==> src/rtl/core/mtw_pkg.sv <==
`timescale 1ns / 1ps
// ----------------------------------------------------------------------------
// mtw_pkg: shared types and constants of the multi-task watchdog
// Register map, reset timeouts, command codes and the result of the shared
// countdown unit.
// ----------------------------------------------------------------------------
package mtw_pkg;

  localparam int NumRegs  = 5;
  localparam int CfgIdxW  = 3;
  localparam int CfgDataW = 16;
  localparam int TimeoutW = 8;
  localparam int ChanW    = 4;

  localparam logic [CfgDataW-1:0] RegResetVal [NumRegs] = '{
    16'h0203, 16'h0303, 16'h0503, 16'h0502, 16'h0F0F
  };

  typedef enum logic {
    CMD_FEED = 1'b0,
    CMD_TICK = 1'b1
  } cmd_e;

  // Result of the shared compare-and-decrement unit
  typedef struct packed {
    logic                expire;
    logic [TimeoutW-1:0] next;
  } dec_res_t;

  // Pick the timeout byte of one channel out of a register word
  function automatic logic [TimeoutW-1:0] pick_byte(logic [CfgDataW-1:0] r,
                                                    logic odd);
    logic [TimeoutW-1:0] b;
    b = odd ? r[CfgDataW-1:TimeoutW] : r[TimeoutW-1:0];
    return b;
  endfunction

  // Timeout of a channel as it stands after reset
  function automatic logic [TimeoutW-1:0] default_timeout(logic [ChanW-1:0] ch);
    logic [CfgDataW-1:0] r;
    r = '0;
    if (ch[ChanW-1:1] < CfgIdxW'(NumRegs)) begin
      r = RegResetVal[ch[ChanW-1:1]];
    end
    return pick_byte(r, ch[0]);
  endfunction

endpackage

==> src/rtl/core/multi_task_watchdog.sv <==
`timescale 1ns / 1ps
// ----------------------------------------------------------------------------
// multi_task_watchdog: multi-channel task watchdog
// Per-channel countdowns fed by tasks and walked by a periodic tick.
// ----------------------------------------------------------------------------
// Usage:
//   Input words (in_valid_i / in_stall_o) carry a command: a feed reloads one
//   channel's countdown from its timeout and gives no result; feeds of
//   channels at or above NUM_CHANNELS are dropped. A tick walks the
//   countdowns with one shared decrement unit, one channel per cycle, and
//   stops at the first channel at one or below. On expiry or a set queue-full
//   flag every countdown reloads, again one channel per cycle.
//   A tick yields one result word (out_valid_o / out_stall_i) once the walk
//   and, on failure, the reload sweep are done. The input stalls while a tick
//   is in work. The result sits in an output register; a stalled result
//   holds, and the next word is taken once that register drains or is being
//   drained. Timeout registers are to be written by the user through
//   cfg_we_i / cfg_index_i / cfg_wdata_i only while idle; the block does not
//   enforce this. Reset loads default timeouts and countdowns.
// ----------------------------------------------------------------------------
module multi_task_watchdog #(
  parameter int NUM_CHANNELS = 10
) (
  input  logic                         clk_i,
  input  logic                         rst_ni,
  input  logic                         cfg_we_i,
  input  logic [mtw_pkg::CfgIdxW-1:0]  cfg_index_i,
  input  logic [mtw_pkg::CfgDataW-1:0] cfg_wdata_i,
  input  logic                         in_valid_i,
  output logic                         in_stall_o,
  input  logic                         command_i,
  input  logic [mtw_pkg::ChanW-1:0]    channel_i,
  input  logic [2:0]                   queues_full_i,
  output logic                         out_valid_o,
  input  logic                         out_stall_i,
  output logic                         failure_o,
  output logic [mtw_pkg::ChanW-1:0]    expired_channel_o,
  output logic                         queue_overflow_o
);
  import mtw_pkg::*;

  logic [ChanW-1:0]    lookup_ch;
  logic [TimeoutW-1:0] lookup_timeout;

  mtw_cfg_regs u_cfg (
    .clk_i            (clk_i),
    .rst_ni           (rst_ni),
    .cfg_we_i         (cfg_we_i),
    .cfg_index_i      (cfg_index_i),
    .cfg_wdata_i      (cfg_wdata_i),
    .lookup_ch_i      (lookup_ch),
    .lookup_timeout_o (lookup_timeout)
  );

  mtw_seq #(
    .NUM_CHANNELS (NUM_CHANNELS)
  ) u_seq (
    .clk_i             (clk_i),
    .rst_ni            (rst_ni),
    .in_valid_i        (in_valid_i),
    .in_stall_o        (in_stall_o),
    .command_i         (command_i),
    .channel_i         (channel_i),
    .queues_full_i     (queues_full_i),
    .out_valid_o       (out_valid_o),
    .out_stall_i       (out_stall_i),
    .failure_o         (failure_o),
    .expired_channel_o (expired_channel_o),
    .queue_overflow_o  (queue_overflow_o),
    .lookup_ch_o       (lookup_ch),
    .lookup_timeout_i  (lookup_timeout)
  );

endmodule

==> src/rtl/core/mtw_dec_unit.sv <==
`timescale 1ns / 1ps
// ----------------------------------------------------------------------------
// mtw_dec_unit: shared countdown compare and decrement
// Flags a countdown at one or below as expiring and gives its decrement.
// ----------------------------------------------------------------------------
module mtw_dec_unit (
  input  logic [mtw_pkg::TimeoutW-1:0] value_i,
  output mtw_pkg::dec_res_t            res_o
);
  import mtw_pkg::*;

  // Compare against one and step down in the same unit
  always_comb begin
    res_o.expire = (value_i <= TimeoutW'(1));
    res_o.next   = value_i - TimeoutW'(1);
  end

endmodule

==> src/rtl/core/mtw_cfg_regs.sv <==
`timescale 1ns / 1ps
// ----------------------------------------------------------------------------
// mtw_cfg_regs: timeout registers
// Five 16-bit registers, two channel timeouts each, with one lookup port.
// ----------------------------------------------------------------------------
module mtw_cfg_regs (
  input  logic                         clk_i,
  input  logic                         rst_ni,
  input  logic                         cfg_we_i,
  input  logic [mtw_pkg::CfgIdxW-1:0]  cfg_index_i,
  input  logic [mtw_pkg::CfgDataW-1:0] cfg_wdata_i,
  input  logic [mtw_pkg::ChanW-1:0]    lookup_ch_i,
  output logic [mtw_pkg::TimeoutW-1:0] lookup_timeout_o
);
  import mtw_pkg::*;

  logic [CfgDataW-1:0] regs_q [NumRegs];
  logic [CfgDataW-1:0] sel_word;

  // Write a register; drop indexes beyond the map
  always_ff @(posedge clk_i or negedge rst_ni) begin
    if (!rst_ni) begin
      for (int i = 0; i < NumRegs; i++) begin
        regs_q[i] <= RegResetVal[i];
      end
    end else if (cfg_we_i && (cfg_index_i < CfgIdxW'(NumRegs))) begin
      regs_q[cfg_index_i] <= cfg_wdata_i;
    end
  end

  // Look up the timeout byte of one channel
  always_comb begin
    sel_word = '0;
    if (lookup_ch_i[ChanW-1:1] < CfgIdxW'(NumRegs)) begin
      sel_word = regs_q[lookup_ch_i[ChanW-1:1]];
    end
    lookup_timeout_o = pick_byte(sel_word, lookup_ch_i[0]);
  end

endmodule

==> src/rtl/core/mtw_seq.sv <==
`timescale 1ns / 1ps
// ----------------------------------------------------------------------------
// mtw_seq: watchdog sequencer
// Holds the countdowns, walks them one channel a cycle through the shared
// decrement unit, sweeps a reload on failure and registers the result word.
// ----------------------------------------------------------------------------
module mtw_seq #(
  parameter int NUM_CHANNELS = 10
) (
  input  logic                         clk_i,
  input  logic                         rst_ni,
  input  logic                         in_valid_i,
  output logic                         in_stall_o,
  input  logic                         command_i,
  input  logic [mtw_pkg::ChanW-1:0]    channel_i,
  input  logic [2:0]                   queues_full_i,
  output logic                         out_valid_o,
  input  logic                         out_stall_i,
  output logic                         failure_o,
  output logic [mtw_pkg::ChanW-1:0]    expired_channel_o,
  output logic                         queue_overflow_o,
  output logic [mtw_pkg::ChanW-1:0]    lookup_ch_o,
  input  logic [mtw_pkg::TimeoutW-1:0] lookup_timeout_i
);
  import mtw_pkg::*;

  localparam int CW = $clog2(NUM_CHANNELS);
  localparam logic [CW-1:0] LastIdx = CW'(NUM_CHANNELS - 1);
  localparam logic [ChanW-1:0] NoneCh = ChanW'(NUM_CHANNELS);

  typedef enum logic [1:0] {
    ST_IDLE,
    ST_WALK,
    ST_RELOAD
  } state_e;

  state_e              state_q;
  logic [CW-1:0]       idx_q;
  logic                ovf_q;
  logic [ChanW-1:0]    exp_q;
  logic [TimeoutW-1:0] cnt_q [NUM_CHANNELS];
  logic                out_valid_q;
  logic                out_fail_q;
  logic [ChanW-1:0]    out_exp_q;
  logic                out_ovf_q;
  logic                accept;
  dec_res_t            dec_res;

  // Take a word only in idle with the result register free or draining
  assign in_stall_o = (state_q != ST_IDLE) || (out_valid_q && out_stall_i);
  assign accept     = in_valid_i && !in_stall_o;

  // Feed looks up the fed channel, walk and reload the current index
  assign lookup_ch_o = (state_q == ST_IDLE) ? channel_i : ChanW'(idx_q);

  mtw_dec_unit u_dec (
    .value_i (cnt_q[idx_q]),
    .res_o   (dec_res)
  );

  // Sequencer, countdowns and result register
  always_ff @(posedge clk_i or negedge rst_ni) begin
    if (!rst_ni) begin
      state_q     <= ST_IDLE;
      idx_q       <= '0;
      ovf_q       <= 1'b0;
      exp_q       <= NoneCh;
      out_valid_q <= 1'b0;
      out_fail_q  <= 1'b0;
      out_exp_q   <= NoneCh;
      out_ovf_q   <= 1'b0;
      for (int i = 0; i < NUM_CHANNELS; i++) begin
        cnt_q[i] <= default_timeout(ChanW'(i));
      end
    end else begin
      if (out_valid_q && !out_stall_i) begin
        out_valid_q <= 1'b0;
      end
      unique case (state_q)
        ST_IDLE: begin
          if (accept) begin
            if (command_i == CMD_TICK) begin
              idx_q   <= '0;
              ovf_q   <= |queues_full_i;
              exp_q   <= NoneCh;
              state_q <= ST_WALK;
            end else if (channel_i < NoneCh) begin
              cnt_q[channel_i[CW-1:0]] <= lookup_timeout_i;
            end
          end
        end
        ST_WALK: begin
          if (dec_res.expire) begin
            // Stop the walk at the first expiring channel
            cnt_q[idx_q] <= '0;
            exp_q        <= ChanW'(idx_q);
            idx_q        <= '0;
            state_q      <= ST_RELOAD;
          end else begin
            cnt_q[idx_q] <= dec_res.next;
            if (idx_q == LastIdx) begin
              idx_q <= '0;
              if (ovf_q) begin
                state_q <= ST_RELOAD;
              end else begin
                out_valid_q <= 1'b1;
                out_fail_q  <= 1'b0;
                out_exp_q   <= exp_q;
                out_ovf_q   <= 1'b0;
                state_q     <= ST_IDLE;
              end
            end else begin
              idx_q <= idx_q + CW'(1);
            end
          end
        end
        ST_RELOAD: begin
          // Reload every countdown, one channel a cycle
          cnt_q[idx_q] <= lookup_timeout_i;
          if (idx_q == LastIdx) begin
            idx_q       <= '0;
            out_valid_q <= 1'b1;
            out_fail_q  <= 1'b1;
            out_exp_q   <= exp_q;
            out_ovf_q   <= ovf_q;
            state_q     <= ST_IDLE;
          end else begin
            idx_q <= idx_q + CW'(1);
          end
        end
        default: begin
          state_q <= ST_IDLE;
        end
      endcase
    end
  end

  assign out_valid_o       = out_valid_q;
  assign failure_o         = out_fail_q;
  assign expired_channel_o = out_exp_q;
  assign queue_overflow_o  = out_ovf_q;

endmodule

==> config.mk <==
export PLATFORM = sky130hd
export DESIGN_NAME = multi_task_watchdog
export DESIGN_NICKNAME = d
export VERILOG_FILES = /design/src/rtl/core/mtw_pkg.sv /design/src/rtl/core/multi_task_watchdog.sv /design/src/rtl/core/mtw_dec_unit.sv /design/src/rtl/core/mtw_cfg_regs.sv /design/src/rtl/core/mtw_seq.sv
export SDC_FILE = /design/constraint.sdc
export NUM_CORES = 1
export LEC_CHECK = 0
export ABC_AREA = 1
export BUFFER_PORTS_ARGS = -buffer_cell sky130_fd_sc_hd__buf_2
export CAP_MARGIN = 10
export CORE_MARGIN = 5
export CORE_UTILIZATION = 46
export CTS_CLUSTER_DIAMETER = 200
export DETAILED_ROUTE_END_ITERATION = 8
export GPL_ROUTABILITY_DRIVEN = 0
export GPL_TIMING_DRIVEN = 1
export PLACE_DENSITY = 0.65
export SYNTH_ARGS = -nofsm -noshare
export SYNTH_HDL_FRONTEND = slang
export SYNTH_SLANG_ARGS = --single-unit
==> constraint.sdc <==
create_clock -name clk_i -period 3 [get_ports clk_i]
set_input_delay 0.15 -clock clk_i [delete_from_list [all_inputs] [get_ports clk_i]]
set_output_delay 0.15 -clock clk_i [all_outputs]
set_load 0.01 [all_outputs]
Yosys cells after proc, flatten, opt, wreduce, memory -nomap -nowiden
Cells that the tools add are included.
- bits in registers: 178
- bits in latches: 0
- bits in writable memories: 0
- bits in read-only memories: 0
- logic and storage cells: 135
- memories: 0
- add/subtract/negate cells: 2
- multiply operators: 0
- divide/modulo/power cells: 0
- $lt $le $gt $ge: 11
- equal/unequal tests: 13
- shift operators: 0
- muxes and demuxes: 58
- bitwise operators: 6
- reduce and logical (&&, ||, !) cells: 22
- operator list (cell ; number):
    $bwmux W80 ; 4
    $mux W80 ; 4
    $pmux W80 S3 ; 1
    $and A80 B80 Y80 ; 1
    $not A80 Y80 ; 1
    $demux W8 S4 ; 2
    $mux W16 ; 4
    $bmux W16 S3 ; 1
    $demux W16 S3 ; 1
    $mux W4 ; 12
    $mux W8 ; 5
    $bmux W8 S4 ; 1
    $pmux W4 S2 ; 2
    $mux W2 ; 6
    $pmux W4 S3 ; 1
    $reduce_and A4 Y1 ; 3
    $ge A5 B5 Y1 const B ; 2
    $lt A5 B1 Y1 const B ; 2
    $mux W1 ; 10
    $ne A2 B2 Y1 const B ; 5
    $not A4 Y5 ; 2
    $ge A4 B4 Y1 const B ; 2
    $le A8 B1 Y1 const B ; 1
    $ne A2 B1 Y1 const B ; 4
    21 further kinds ; 35

Depth between registers and ports, before layout
- depth after elaboration: 13
- gate-level depth with buffers: 21
- depth with buffers taken out: 20

By module
Synthesis repeated with hierarchy kept, for this count alone.
- cell total of the unflattened synthesis: 1406
- area, all modules: 9994.6 sq um
- by module, submodules not included (module ; times used ; cells each ; area an instance (sq um) ; seq. area each (sq um)):
    mtw_seq ; 1 ; 880 ; 5943.2 ; 2484.9
    mtw_cfg_regs ; 1 ; 490 ; 3866.2 ; 2029.4
    mtw_dec_unit ; 1 ; 36 ; 185.2 ; 0.0

Worst setup path before layout
Ideal clock, no wire load.
- path kind: reg-to-reg
- from: register u_seq.idx_q[0]
- to: register u_seq.cnt_q[20] (netlist name)
- setup time: 118 ps
- arrival: 2459 ps
- path slack: 423 ps
- cell stages (with the launch flop): 20
- cell sequence: dfrtp_1 -> buf_4 -> buf_2 -> nand2_1 -> o21ai_0 -> o21ai_1 -> nand3_1 -> inv_1 -> ha_1 -> nor2_1 -> inv_1 -> nand4_1 -> nor2_2 -> nand2_4 -> nand3_2 -> nand2_1 -> nand2_1 -> nand2_1 -> a21oi_1 -> nor2_1
- word-level cells in the longest chain between the ends: 9
- ends and longest elaborated chain (element ; line ; text):
    start, declared ; mtw_seq.sv:38 ; logic [CW-1:0] idx_q;
    start signal, assigned ; mtw_seq.sv:113 ; idx_q <= idx_q + CW'(1);
    start signal, assigned ; mtw_seq.sv:128 ; idx_q <= idx_q + CW'(1);
    branches (longest 8 deep; another with $sub A8 B1 Y8) ; -- ;
    $pmux W80 S3 (*) ; mtw_seq.sv:79 ; unique case (state_q)
    end signal, assigned by index ; mtw_seq.sv:73 ; cnt_q[i] <= default_timeout(ChanW'(i));
    end signal, assigned by index ; mtw_seq.sv:88 ; cnt_q[channel_i[CW-1:0]] <= lookup_timeout_i;
    end signal, assigned by index ; mtw_seq.sv:100 ; cnt_q[idx_q] <= dec_res.next;
    end, declared ; mtw_seq.sv:41 ; logic [TimeoutW-1:0] cnt_q [NUM_CHANNELS];
Every way passes the cells marked *. The select of a mux whose other input is x is not followed.
A chain may end at the register's enable or synchronous reset.

Worst setup path after layout
Ends and elaborated chain as after synthesis.

==> reports/summary.txt <==
Total power draw: 0.01818 W
Power per cell area: 1349 nW/um2
Worst hold endpoint: u_cfg.regs_q[3]
Area of the multi-input gates: 6374 um2
Clock root cell: clkbuf_16
DRC violation total after the first TritonRoute iteration: 1491
Sequential share of power: 22.8%
Site row count: 58
Most frequent cells in the layout: nand2_1 (549), nor2_1 (321), o21ai_0 (218), a21oi_1 (162), inv_1 (133)
Main combinational cell family by area after synthesis: simple AND/OR/NAND/NOR gates
Clock tree from TritonCTS: yes
Ant diodes: 0
Final net count: 1930
Max rail drop VDD: 0.001093 V
WHS Path Cells: 3
Grt total ovfl: 0
Grt met3 use: 4.297%
Vias in the first global route: 11320
Run status: complete, no violations
Commonest non-fill, non-tap cell in the layout: nand2_1
Crit-path most repeated cell: nand2_1
Synth async-reset ratio: 100.0%
Clock network power share: 13.1%
Syn nets: 1892
Area fraction in compound gates after synthesis: 19.51%
Post-synthesis xor/xnor area fraction: 0.07447%
# clock sinks: 178
RSZ-0062 raised after global routing: true
Core Util, Final: 53.51%
Flip-flop and latch count after synthesis: 178
Hold Path Origin: cfg_wdata_i[3]
Number of hold-slack violations in the final timing report: 0
Core outline area: 25180 um2
HPWL Detailed: 25.14 mm
Worst-path clk slew: 90 ps
Routing usage on met2: 42.09%
Die width: 169.9 um
Synth Flop Type: dfrtp_1
Part of the Yosys area used for sequential elements: 38.38%
Post-synthesis simple-gate area fraction: 32.59%
Layout area overhead: 14.57%
Max Clk Rate: 0.3431 GHz
Max Cap Viol: 0
R2R Path Start: u_seq.idx_q[0]
GRT Util Overall: 26.85%
CP arrival: 3250 ps
Worst Setup Start Kind: flip-flop
Register area: 4517 um2
Synthesized instance count: 1854
CP cell instances: buf_8 > nand2_1 > o21ai_0 > o21ai_1 > nand3_2 > inv_2 > ha_2 > nor2_1 > inv_1 > nand4_1 > nor2_4 > nand2_8 > nand3_4 > nand2_1 > nand2_1 > nand2_1 > a21oi_2 > nor2_1
Starting Density: 46.71%
Distinct cell type count after synthesis: 37
Detailed-route via count: 12420
Syn_area_per_cell: 6.344 um2
Routed len/inst: 17.54 um
EDFF count, synth: 0
Met1 usage: 38.25%
Lkg Pwr: 6.563 nW
# port buffers: 39
Later-pin clock latency in the skew report: 460 ps
Max clock buf depth: 2
Cells on worst reg2reg path: 18
Setup violations, final: 0
# DRC: 0
TritonCTS buffer count: 17
Die area: 28870 um2
Period utilisation layout: 97.15%
Worst endpoint required time: 3330 ps
CP endpoint kind: flip-flop
Psw: 0.009685 W
Share of layout cells above drive strength 1: 13.86%
Die H: 169.9 um
WL final: 39.20 mm
Worst Skew: 17.73 ps
Mux cell area share after synthesis: 0.08511%
Dpl cells: 2187
CTS H-Tree Depth: 4
I/O pin cnt: 40
Largest net degree at the start of global routing: 56
Final-report max-slew violation count: 0
Avg Vias per Cell: 5.558
First drt pass iteration count: 6
Initial antenna violation count: 0
P_int: 0.008493 W
Layout fillers: 2471
Slew margin rel.: 26.18%
Logic pwr share: 64.1%
Synthesis Warnings: 0
Synth Area in Adders: 0.6383%
Worst hold path class: in -> reg
Antenna-violating nets left: 0
Reg2reg end: u_seq.cnt_q[20]
CP Class: reg -> reg
Grt peak-use layer: met2
Critical Path Max Stage Delay: 480 ps
Least-Margin Pin Slew: 1105 ps
Slowest CP cell: dfrtp_2
R2r setup slk: 90 ps
Sw Ratio: 53.28%
Layout Cells excl Fill: 2235
First-pass GRT wire length: 62.16 mm
Minimum clock period: 2914 ps
Largest fanout on the critical path: 15
Synthesized cell area: 11760 um2
==> worst max path at each step <==
stage	cells past startpoint	to	from
after CTS	19	u_seq.cnt_q[69]	u_seq.idx_q[1]
after global placement	19	u_seq.cnt_q[19]	u_seq.idx_q[0]
after global routing	18	u_seq.cnt_q[12]	u_seq.idx_q[0]
final	18	u_seq.cnt_q[20]	u_seq.idx_q[0]
after detailed placement	19	u_seq.cnt_q[27]	u_seq.idx_q[0]
after floorplan	19	u_seq.cnt_q[20]	u_seq.idx_q[0]
==> synthesized netlist by cell type, types with 9 or more instances <==
| cell type | instances | area, um2 |
|---|---|---|
| nand3_1 | 52 | 260.3 |
| dfrtp_1 | 130 | 3253 |
| clkbuf_1 | 79 | 296.5 |
| nor2_1 | 324 | 1216 |
| a21oi_1 | 165 | 825.8 |
| nand4_1 | 9 | 56.30 |
| o21ai_0 | 218 | 1091 |
| inv_2 | 9 | 33.78 |
| o21ai_1 | 28 | 140.1 |
| inv_1 | 134 | 503.0 |
| nand2_1 | 554 | 2079 |
| dfstp_2 | 48 | 1261 |
| buf_2 | 19 | 95.09 |
==> what timing repair did <==
action | CTS | global route
setup buffers | 0 | 8
gates resized for setup | 4 | 34
pin swaps | 0 | 12
endpoints found under the hold margin | 45 | 0
hold buffers | 5 | 0
gates cloned | 0 | 3
endpoints found under the setup margin | 14 | 88
==> power groups by stage <==
stage                     clock, W  sequential, W  combinational, W
final                      0.00239        0.00415            0.0116
after CTS                  0.00242        0.00411            0.0108
after detailed placement         0        0.00414            0.0107
after global routing       0.00252        0.00424            0.0128
after floorplan                  0        0.00395           0.00737
after global placement           0        0.00413            0.0105
==> per-layer routing <==
| metal | share of wire [%] | up-vias |
|---|---|---|
| li1 | - | 5997 |
| met1 | 43 | 5813 |
| met2 | 46 | 538 |
| met3 | 8.0 | 74 |
| met4 | 2.7 | 0 |
| met5 | 0 | - |
==> state kept, by name, summed over array words and instances, names as in the netlist <==
register                 flops
u_seq.out_valid_o            1
u_seq.cnt_q                 80
u_seq.queue_overflow_o       1
u_seq.failure_o              1
u_seq.state_q                2
u_seq.expired_channel_o      4
u_seq.idx_q                  4
u_cfg.regs_q                80
u_seq.ovf_q                  1
u_seq.exp_q                  4
==> stage by stage <==
| step | hold slack, ps | setup slack [ps] | cell area [um2] | TNS, ps |
|---|---|---|---|---|
| floorplan | -145.6 | 423.0 | 11760 | 0 |
| global placement | 146.2 | 45.49 | 12530 | 0 |
| detailed placement | 146.5 | -38.81 | 12530 | -234.8 |
| CTS | 0.1865 | 65.66 | 13240 | 0 |
| global route | 23.04 | -70.34 | 13480 | -806.5 |
| finish | 10.92 | 85.63 | 13480 | 0 |
==> area by class of cell <==
type / count / area share (%)
clock inverters: 15 / 1.523
inverters: 147 / 4.095
well taps: 330 / 3.064
repair buffers: 127 / 7.344
clock buffers: 17 / 3.157
multi-input cells: 1421 / 47.30
flip-flops and latches: 178 / 33.52
==> cells by family (layout without fill, tap and decap cells) <==
kind of cell | count (synthesis) | after routing
and+or+nand+nor | 968 | 971
AOI/OAI and AO/OA | 442 | 442
buffers and inverters | 258 | 306
DFF | 178 | 178
adders and majority gates | 6 | 6
xor gates and xnor gates | 1 | 1
muxes | 1 | 1
==> worst max-delay path: cells and delay by family, from the launching register on <==
family	cells	cell delay [ps]
DFF	1	480
adders and majority gates	1	180
and+or+nand+nor	11	1370
buffers and inverters	3	350
AOI/OAI and AO/OA	3	430
No activity file was read; power rests on OpenSTA's default activity.
